### src/sv/ldc_pkg.sv
package ldc_pkg;

  localparam int LIMB_BITS      = 30;
  localparam int DIVIDEND_LIMBS = 4;
  localparam int DIVISOR_LIMBS  = 3;

  localparam int NUM_BITS = LIMB_BITS * DIVIDEND_LIMBS;
  localparam int DEN_BITS = LIMB_BITS * DIVISOR_LIMBS;
  // partial remainder stays below twice the divisor
  localparam int REM_BITS = DEN_BITS + 1;
  localparam int CNT_W    = $clog2(NUM_BITS);
  localparam int QSIZE_W  = 3;
  localparam int RSIZE_W  = 2;

  // controller to datapath
  typedef struct packed {
    logic load;
    logic step;
    logic finish;
  } ldc_cmd_t;

  // datapath to controller
  typedef struct packed {
    logic den_zero;
  } ldc_sts_t;

endpackage

### src/sv/ldc_ctrl.sv
module ldc_ctrl (
  input  logic              clk,
  input  logic              rst_n,
  input  logic              start,
  input  ldc_pkg::ldc_sts_t sts,
  output ldc_pkg::ldc_cmd_t cmd,
  output logic              busy,
  output logic              out_valid
);

  localparam logic [1:0] ST_IDLE = 2'd0;
  localparam logic [1:0] ST_RUN  = 2'd1;
  localparam logic [1:0] ST_DONE = 2'd2;

  logic [1:0]               state_r, state_nxt;
  logic [ldc_pkg::CNT_W-1:0] cnt_r, cnt_nxt;
  logic                     out_valid_r, out_valid_nxt;

  assign busy      = (state_r != ST_IDLE);
  assign out_valid = out_valid_r;

  // sequence load, one step per quotient bit (none on a zero divisor), then finish
  always_comb begin
    state_nxt     = state_r;
    cnt_nxt       = cnt_r;
    out_valid_nxt = 1'b0;
    cmd           = '0;
    case (state_r)
      ST_IDLE: begin
        if (start) begin
          cmd.load  = 1'b1;
          cnt_nxt   = ldc_pkg::CNT_W'(ldc_pkg::NUM_BITS - 1);
          state_nxt = ST_RUN;
        end
      end
      ST_RUN: begin
        if (sts.den_zero) begin
          state_nxt = ST_DONE;
        end else begin
          cmd.step = 1'b1;
          if (cnt_r == '0) begin
            state_nxt = ST_DONE;
          end else begin
            cnt_nxt = cnt_r - 1'b1;
          end
        end
      end
      ST_DONE: begin
        cmd.finish    = 1'b1;
        out_valid_nxt = 1'b1;
        state_nxt     = ST_IDLE;
      end
      default: begin
        state_nxt = ST_IDLE;
      end
    endcase
  end

  // hold state and strobe
  always_ff @(posedge clk) begin
    if (!rst_n) begin
      state_r     <= ST_IDLE;
      cnt_r       <= '0;
      out_valid_r <= 1'b0;
    end else begin
      state_r     <= state_nxt;
      cnt_r       <= cnt_nxt;
      out_valid_r <= out_valid_nxt;
    end
  end

endmodule

### src/sv/ldc_dp.sv
module ldc_dp (
  input  logic                             clk,
  input  ldc_pkg::ldc_cmd_t                cmd,
  output ldc_pkg::ldc_sts_t                sts,
  input  logic [ldc_pkg::NUM_BITS-1:0]     num_in,
  input  logic [ldc_pkg::DEN_BITS-1:0]     den_in,
  output logic [ldc_pkg::NUM_BITS-1:0]     quo_out,
  output logic [ldc_pkg::DEN_BITS-1:0]     rem_out,
  output logic [ldc_pkg::QSIZE_W-1:0]      qsize_out,
  output logic [ldc_pkg::RSIZE_W-1:0]      rsize_out,
  output logic                             dbz_out
);

  // num_r shifts dividend bits out at the top and quotient bits in at the bottom
  logic [ldc_pkg::NUM_BITS-1:0] num_r;
  logic [ldc_pkg::DEN_BITS-1:0] den_r;
  logic [ldc_pkg::REM_BITS-1:0] rem_r;
  logic                         dz_r;

  logic [ldc_pkg::NUM_BITS-1:0] quo_r;
  logic [ldc_pkg::DEN_BITS-1:0] remo_r;
  logic [ldc_pkg::QSIZE_W-1:0]  qsize_r;
  logic [ldc_pkg::RSIZE_W-1:0]  rsize_r;
  logic                         dbz_r;

  logic [ldc_pkg::REM_BITS-1:0] shifted;
  logic [ldc_pkg::REM_BITS:0]   diff;
  logic                         fits;
  logic [ldc_pkg::NUM_BITS-1:0] quo_fin;
  logic [ldc_pkg::DEN_BITS-1:0] rem_fin;
  logic [ldc_pkg::QSIZE_W-1:0]  qsize_fin;
  logic [ldc_pkg::RSIZE_W-1:0]  rsize_fin;

  assign sts.den_zero = dz_r;

  // shift in the next dividend bit, trial subtract the divisor
  always_comb begin
    shifted = {rem_r[ldc_pkg::REM_BITS-2:0], num_r[ldc_pkg::NUM_BITS-1]};
    diff    = {1'b0, shifted}
            - {{(ldc_pkg::REM_BITS + 1 - ldc_pkg::DEN_BITS){1'b0}}, den_r};
    fits    = ~diff[ldc_pkg::REM_BITS];
  end

  // zero results on a zero divisor, count significant limbs
  always_comb begin
    quo_fin   = dz_r ? '0 : num_r;
    rem_fin   = dz_r ? '0 : rem_r[ldc_pkg::DEN_BITS-1:0];
    qsize_fin = ldc_pkg::QSIZE_W'(1);
    for (int i = 1; i < ldc_pkg::DIVIDEND_LIMBS; i++) begin
      if (quo_fin[i*ldc_pkg::LIMB_BITS +: ldc_pkg::LIMB_BITS] != '0) begin
        qsize_fin = ldc_pkg::QSIZE_W'(i + 1);
      end
    end
    rsize_fin = ldc_pkg::RSIZE_W'(1);
    for (int i = 1; i < ldc_pkg::DIVISOR_LIMBS; i++) begin
      if (rem_fin[i*ldc_pkg::LIMB_BITS +: ldc_pkg::LIMB_BITS] != '0) begin
        rsize_fin = ldc_pkg::RSIZE_W'(i + 1);
      end
    end
  end

  // load operands, advance one quotient bit per step
  always_ff @(posedge clk) begin
    if (cmd.load) begin
      num_r <= num_in;
      den_r <= den_in;
      rem_r <= '0;
      dz_r  <= (den_in == '0);
    end else if (cmd.step) begin
      num_r <= {num_r[ldc_pkg::NUM_BITS-2:0], fits};
      rem_r <= fits ? diff[ldc_pkg::REM_BITS-1:0] : shifted;
    end
  end

  // capture the result for the output strobe
  always_ff @(posedge clk) begin
    if (cmd.finish) begin
      quo_r   <= quo_fin;
      remo_r  <= rem_fin;
      qsize_r <= qsize_fin;
      rsize_r <= rsize_fin;
      dbz_r   <= dz_r;
    end
  end

  assign quo_out   = quo_r;
  assign rem_out   = remo_r;
  assign qsize_out = qsize_r;
  assign rsize_out = rsize_r;
  assign dbz_out   = dbz_r;

endmodule

### src/sv/limb_long_divider_core.sv
// A zero divisor skips the quotient-bit loop and goes straight to finish.
// One division runs at a time; start is taken in the strobe cycle.
// The restoring loop retires one quotient bit per cycle over the 120-bit dividend.
// Reset (rst_n low, synchronous) returns the controller to idle and drops out_valid.
// The receiver cannot stall: each result shows for exactly one cycle.
module limb_long_divider_core (
  input  logic                          clk,
  input  logic                          rst_n,
  input  logic                          start,
  output logic                          busy,
  input  logic [ldc_pkg::LIMB_BITS-1:0] in_dividend_limb0,
  input  logic [ldc_pkg::LIMB_BITS-1:0] in_dividend_limb1,
  input  logic [ldc_pkg::LIMB_BITS-1:0] in_dividend_limb2,
  input  logic [ldc_pkg::LIMB_BITS-1:0] in_dividend_limb3,
  input  logic [ldc_pkg::LIMB_BITS-1:0] in_divisor_limb0,
  input  logic [ldc_pkg::LIMB_BITS-1:0] in_divisor_limb1,
  input  logic [ldc_pkg::LIMB_BITS-1:0] in_divisor_limb2,
  output logic                          out_valid,
  output logic [ldc_pkg::LIMB_BITS-1:0] out_quotient_limb0,
  output logic [ldc_pkg::LIMB_BITS-1:0] out_quotient_limb1,
  output logic [ldc_pkg::LIMB_BITS-1:0] out_quotient_limb2,
  output logic [ldc_pkg::LIMB_BITS-1:0] out_quotient_limb3,
  output logic [ldc_pkg::LIMB_BITS-1:0] out_remainder_limb0,
  output logic [ldc_pkg::LIMB_BITS-1:0] out_remainder_limb1,
  output logic [ldc_pkg::LIMB_BITS-1:0] out_remainder_limb2,
  output logic [ldc_pkg::QSIZE_W-1:0]   out_quotient_size,
  output logic [ldc_pkg::RSIZE_W-1:0]   out_remainder_size,
  output logic                          out_divide_by_zero
);

  ldc_pkg::ldc_cmd_t            cmd;
  ldc_pkg::ldc_sts_t            sts;
  logic [ldc_pkg::NUM_BITS-1:0] num_in;
  logic [ldc_pkg::DEN_BITS-1:0] den_in;
  logic [ldc_pkg::NUM_BITS-1:0] quo;
  logic [ldc_pkg::DEN_BITS-1:0] rem;

  // gather limbs into flat operands
  assign num_in = {in_dividend_limb3, in_dividend_limb2, in_dividend_limb1, in_dividend_limb0};
  assign den_in = {in_divisor_limb2, in_divisor_limb1, in_divisor_limb0};

  ldc_ctrl u_ctrl (
    .clk       (clk),
    .rst_n     (rst_n),
    .start     (start),
    .sts       (sts),
    .cmd       (cmd),
    .busy      (busy),
    .out_valid (out_valid)
  );

  ldc_dp u_dp (
    .clk       (clk),
    .cmd       (cmd),
    .sts       (sts),
    .num_in    (num_in),
    .den_in    (den_in),
    .quo_out   (quo),
    .rem_out   (rem),
    .qsize_out (out_quotient_size),
    .rsize_out (out_remainder_size),
    .dbz_out   (out_divide_by_zero)
  );

  // split results into limbs
  assign out_quotient_limb0  = quo[0*ldc_pkg::LIMB_BITS +: ldc_pkg::LIMB_BITS];
  assign out_quotient_limb1  = quo[1*ldc_pkg::LIMB_BITS +: ldc_pkg::LIMB_BITS];
  assign out_quotient_limb2  = quo[2*ldc_pkg::LIMB_BITS +: ldc_pkg::LIMB_BITS];
  assign out_quotient_limb3  = quo[3*ldc_pkg::LIMB_BITS +: ldc_pkg::LIMB_BITS];
  assign out_remainder_limb0 = rem[0*ldc_pkg::LIMB_BITS +: ldc_pkg::LIMB_BITS];
  assign out_remainder_limb1 = rem[1*ldc_pkg::LIMB_BITS +: ldc_pkg::LIMB_BITS];
  assign out_remainder_limb2 = rem[2*ldc_pkg::LIMB_BITS +: ldc_pkg::LIMB_BITS];

endmodule

### config.mk
export PLATFORM = sky130hd
export DESIGN_NAME = limb_long_divider_core
export DESIGN_NICKNAME = d
export VERILOG_FILES = /design/src/sv/ldc_pkg.sv /design/src/sv/ldc_ctrl.sv /design/src/sv/ldc_dp.sv /design/src/sv/limb_long_divider_core.sv
export SDC_FILE = /design/constraint.sdc
export NUM_CORES = 1
export LEC_CHECK = 0
export ABC_AREA = 1
export BUFFER_PORTS_ARGS = -buffer_cell sky130_fd_sc_hd__buf_2
export CAP_MARGIN = 20
export CORE_ASPECT_RATIO = 1.25
export CORE_UTILIZATION = 40
export CTS_CLUSTER_DIAMETER = 80
export DETAILED_ROUTE_END_ITERATION = 10
export GPL_ROUTABILITY_DRIVEN = 0
export PLACE_DENSITY = 0.6
export REMOVE_ABC_BUFFERS = 1
export SYNTH_ARGS = -nofsm -noshare
export SYNTH_HDL_FRONTEND = slang
export SYNTH_SLANG_ARGS = --single-unit
### constraint.sdc
create_clock -name clk -period 12.9 [get_ports clk]
set_clock_uncertainty 0.2 [all_clocks]
set_input_delay 2.58 -clock clk [delete_from_list [all_inputs] [get_ports clk]]
set_output_delay 2.58 -clock clk [all_outputs]
set_load 0.1 [all_outputs]
=== Yosys cells after proc, flatten, opt, wreduce, memory -nomap -nowiden ===
Cells that the tools add are included.

* Output and inout bits: 218
* Bits in registers: 527
* Logic and storage cells: 57

* Muxes and demuxes: 21
* Reductions and logical operators: 13
* Bitwise logic cells: 1
* Equal/unequal tests: 6
* Add/sub/neg operators: 2

{| class="wikitable"
|+ Operator list
! operator !! number
|-
| two-way mux 120 bit || 3
|-
| two-way mux 90 bit || 2
|-
| nonzero test 30 bit || 5
|-
| subtractor 91 x 90 -> 92 bit || 1
|-
| logical NOT 90 bit || 1
|-
| two-way mux 7 bit || 3
|-
| case mux 7 bit (2 select lines) || 1
|-
| two-way mux 2 bit || 6
|-
| logical NOT 7 bit || 1
|-
| subtractor 7 x 1 -> 7 bit (second input constant) || 1
|-
| inequality test 2 bit (second input constant) || 3
|-
| nonzero test 2 bit || 3
|-
| two-way mux 1 bit || 5
|-
| case mux 2 bit (2 select lines) || 1
|-
| AND reduction 4 bit || 1
|-
| inequality test 3 x 1 -> 1 bit (second input constant) || 1
|-
| equality test 2 x 1 -> 1 bit (second input constant) || 1
|-
| equality test 2 bit (second input constant) || 1
|-
| logical NOT 2 bit || 1
|-
| AND reduction 2 bit || 1
|-
| NOT 1 bit || 1
|}

=== Longest topological paths before layout ===
* Depth after elaboration: 4
* Depth in mapped cells: 19
* Depth with buffers taken out: 18

=== Cells and area by module ===
From an unflattened synthesis, not the netlist that was laid out.

* Cell total of the unflattened synthesis: 4091
* Area, all modules: 30425.4 um^2

{| class="wikitable"
|+ By module, submodules not included
! module !! seq. area each (um^2) !! instances !! area each (um^2) !! cells an instance
|-
| ldc_dp || 14624.0 || 1 || 29848.6 || 3999
|-
| ldc_ctrl || 200.2 || 1 || 576.8 || 92
|}

=== Least setup slack after synthesis ===
No wires, ideal clock.

* Kind: flip-flop to flip-flop
* From: register u_ctrl.state_r[1]
* To: register u_dp.dbz_r (netlist: u_dp.dbz_out) (enable)
* Required time: 11.903 ns
* Setup slack: 2.546 ns
* Stages on the path, launching flop included: 3
* Arrival: 9.357 ns
* Setup time: 0.797 ns
* Path through: dfxtp_1 -> inv_1 -> nor2_1

{| class="wikitable"
|+ RTL lines
! item !! RTL line !! RTL
|-
| start: declaration || ldc_ctrl.sv:15 || <nowiki>logic [1:0] state_r, state_nxt;</nowiki>
|-
| start signal: assignment || ldc_ctrl.sv:66 || <nowiki>state_r <= state_nxt;</nowiki>
|-
| end signal: assignment || ldc_dp.sv:82 || <nowiki>dbz_r <= dz_r;</nowiki>
|-
| end: declaration || ldc_dp.sv:24 || <nowiki>logic dbz_r;</nowiki>
|}

=== Worst setup path after layout ===
* From: input port start
* To: register u_dp.num_r[59] (netlist bit) (data pin)

* Cells in the longest elaborated chain, start to end: 3

{| class="wikitable"
|+ Ends and longest elaborated chain
! item !! RTL line !! RTL
|-
| start: declaration || limb_long_divider_core.sv:9 || <nowiki>input logic start,</nowiki>
|-
| two-way mux 1 bit || ldc_ctrl.sv:30 || <nowiki>if (start) begin</nowiki>
|-
| two-way mux 1 bit || ldc_ctrl.sv:28 || <nowiki>case (state_r)</nowiki>
|-
| two-way mux 120 bit || ldc_dp.sv:64 || <nowiki>if (cmd.load) begin</nowiki>
|-
| end signal: assignment || ldc_dp.sv:65 || <nowiki>num_r <= num_in;</nowiki>
|-
| end signal: assignment || ldc_dp.sv:70 || <nowiki>num_r <= {num_r[ldc_pkg::NUM_BITS-2:0], fits};</nowiki>
|-
| end: declaration || ldc_dp.sv:15 || <nowiki>logic [ldc_pkg::NUM_BITS-1:0] num_r;</nowiki>
|}

No other way between the ends.
A chain may end at the register's enable or synchronous reset.

==> results.ini <==
[critical_path]
cp_max_fo=105
reg2reg_depth=14
reg2reg_slack_ns=8.68
cp.required_ns=13.04
crit_type=input pin to flip-flop
cp-end-kind=flip-flop
arrival_ns=5.23
worst_setup_path_start_kind=input pin

[min_path]
hold_path.class=flip-flop to flip-flop
hold_depth=2

[yosys]
synth_area_leaders=edfxtp_1 (44%), nand2_1 (15%), inv_1 (10%), dfxtp_1 (6.8%), nor2_1 (5.3%)
synthArstFlopShare_pct=0
synthCells=3813
synth_top_area_share_pct=43.5
synthXorXnorAreaFrac_pct=1.49
synth_most_common_cell=nand2_1
netlist_area_um2=29500
synth_enable_flop_cells=427
synth-compound-area-share_pct=6.94
seq_area_frac_synth_pct=50.3
avgSynthCellArea_um2=7.73
synthMuxAreaShare_pct=0
yosysTopAreaCell=edfxtp_1
netlist_top_cells_count=nand2_1 (1180), inv_1 (787), edfxtp_1 (427)
synth.distinct_cells=41
synth_top_family_by_area=simple AND/OR/NAND/NOR gates
yosys.area_share.simple_pct=25.7
ys_seq_elements=527
synth_warnings=0
synth_flop_cell=edfxtp_1
synth_fa_ha_area_share_pct=3.98

[clock_network]
clkTransAtPathRegs_ns=0.06
cts_sinks=527
clk-insertion-delay-late_ns=0.63
post-cts-setup-buffer-count=0
htree_levels=2
clk_path_buf_depth=3
cts-root-buf=clkbuf_16
cts_tree=yes
numCtsBuffers=56
cts_resized=0
cts_hold_buffers=0

[sta]
setup_viol=0
worst_pin_slew_ns=1.17
maxClockFrequency_ghz=0.196
period_share_pct=39.5
final-hold-violation-count=0
final.setup.tns_ns=0
rsz0062_at_grt=no
relSlewSlack_pct=21.6
drv_slew=0
period_needed_ns=5.09

[floorplanning]
rows=110
die-height_um=305
initial_utilization_pct=40.7
chipWidth_um=245
die_area_um2=74700
io_pins=431
core_um2=72400

[status]
outcome=finished, final reports clean

[final_layout]
area_growth_pct=16.9
drive_above_1_share_pct=13.2
fillers=7392
diodes=0
nNetsFinal=4536

[drt]
vias=25500
drc=0
vias_per_cell=4.87
ant_nets=0
wl_per_cell_um=17.7
wirelength_um=92400
drtIter0Drc=1550
dr.pass1.iters=6

[global_route]
grtUsageTotal_pct=24.6
grt_antenna_before_repair=11
grt_pass1_wl_um=141000
grt_pass1_vias=24900
gr-total-overflow=0
grt_max_degree=145

[place]
portBuffers=430
hpwl_um=71300

[power_and_ir_drop]
finalPower_uw=5370
p_leak_uw=0.0166
pwr_density_cell_nw_per_um2=156
peakVddDrop_v=0.000118

[run]
max_cap_violations=0

cell type report:
cell class	count	area, um2	share of cell area (%)
sequential	527	14800	43.1
multi-input combinational	2404	11200	32.6
inverter	795	2990	8.69
timing repair buffer	446	2280	6.64
clock buffer	72	1500	4.36
tap	952	1190	3.46
clock inverter	34	403	1.17
layout by cell type, fill, tap and decap left out, types with 3 or more instances in the layout:
master	instances
nand4_1	27
inv_8	3
a21oi_1	103
o21bai_1	20
buf_4	15
a31oi_1	3
dfxtp_1	100
a21oi_2	6
nor4_1	59
nand3_1	146
bufinv_16	6
nand3b_1	10
inv_2	7
clkinvlp_4	5
nor3_1	13
nor2_1	413
inv_1	786
clkbuf_1	13
nor2_2	9
o21ai_0	188
clkbuf_16	57
clkinv_2	10
buf_2	430
clkinv_4	3
xnor2_1	49
clkinv_1	6
a41oi_1	3
nand2_1	1179
edfxtp_1	427
ha_1	92
o21ai_1	62
and2_1	4
metrics by stage:
stage	cells	worst slack (ns)	hold slack [ns]	cell area (um2)	utilization, %
6_report	5230	7.81	0.274	34400	47.6
5_1_grt	5230	7.45	0.296	34400	47.6
4_1_cts	5230	7.77	0.275	34400	47.6
3_5_place_dp	5124	7.08	0.263	32500	44.9
3_3_place_gp	5124	7.14	0.262	32500	44.9
2_1_floorplan	3726	0.974	0.249	29000	-
report_power, final:
| part | internal, uW | switching, uW | total (uW) |
|---|---|---|---|
| Clock | 954 | 706 | 1660 |
| Sequential | 2050 | 86.2 | 2140 |
| Combinational | 431 | 1140 | 1570 |
flip-flops by register name (all words and copies together) (netlist names):
| signal | count |
|---|---|
| u_dp.num_r | 120 |
| u_dp.quo_out | 120 |
| u_dp.den_r | 90 |
| u_dp.rem_out | 90 |
| u_dp.rem_r | 90 |
| u_ctrl.cnt_r | 7 |
| u_dp.qsize_out | 3 |
| u_ctrl.state_r | 2 |
| u_dp.rsize_out | 2 |
| u_ctrl.out_valid | 1 |
| u_dp.dbz_out | 1 |
| u_dp.sts | 1 |
worst paths after layout:
kind / startpoint / to
worst max-delay path: start / u_dp.num_r[59]
worst min-delay path: u_dp.rem_r[47] / u_dp.rem_r[47]
worst max register to register: u_dp.den_r[17] / u_dp.rem_r[55]
worst min register to register: u_dp.rem_r[47] / u_dp.rem_r[47]
layer usage:
metal / wire length, um / track usage, %
met5: 102 / 0
met2: 43500 / 41.3
met1: 36300 / 29.3
met3: 7380 / 5.62
met4: 5190 / 12.5
cells by family (layout without fill, tap and decap cells):
kind of cell,after synthesis,count (layout)
DFF,527,527
xor gates and xnor gates,50,50
buffers and inverters,882,1347
AOI/OAI and AO/OA,389,389
and+or+nand+nor,1872,1872
adders and majority gates,93,93
critical path, cell delays in order:
cell and delay [ns]:
buf_2 0.07, nand2_1 0.26, inv_8 0.42, buf_4 0.77, buf_4 0.81, o21ai_0 0.18
No activity file was read; power rests on OpenSTA's default activity.
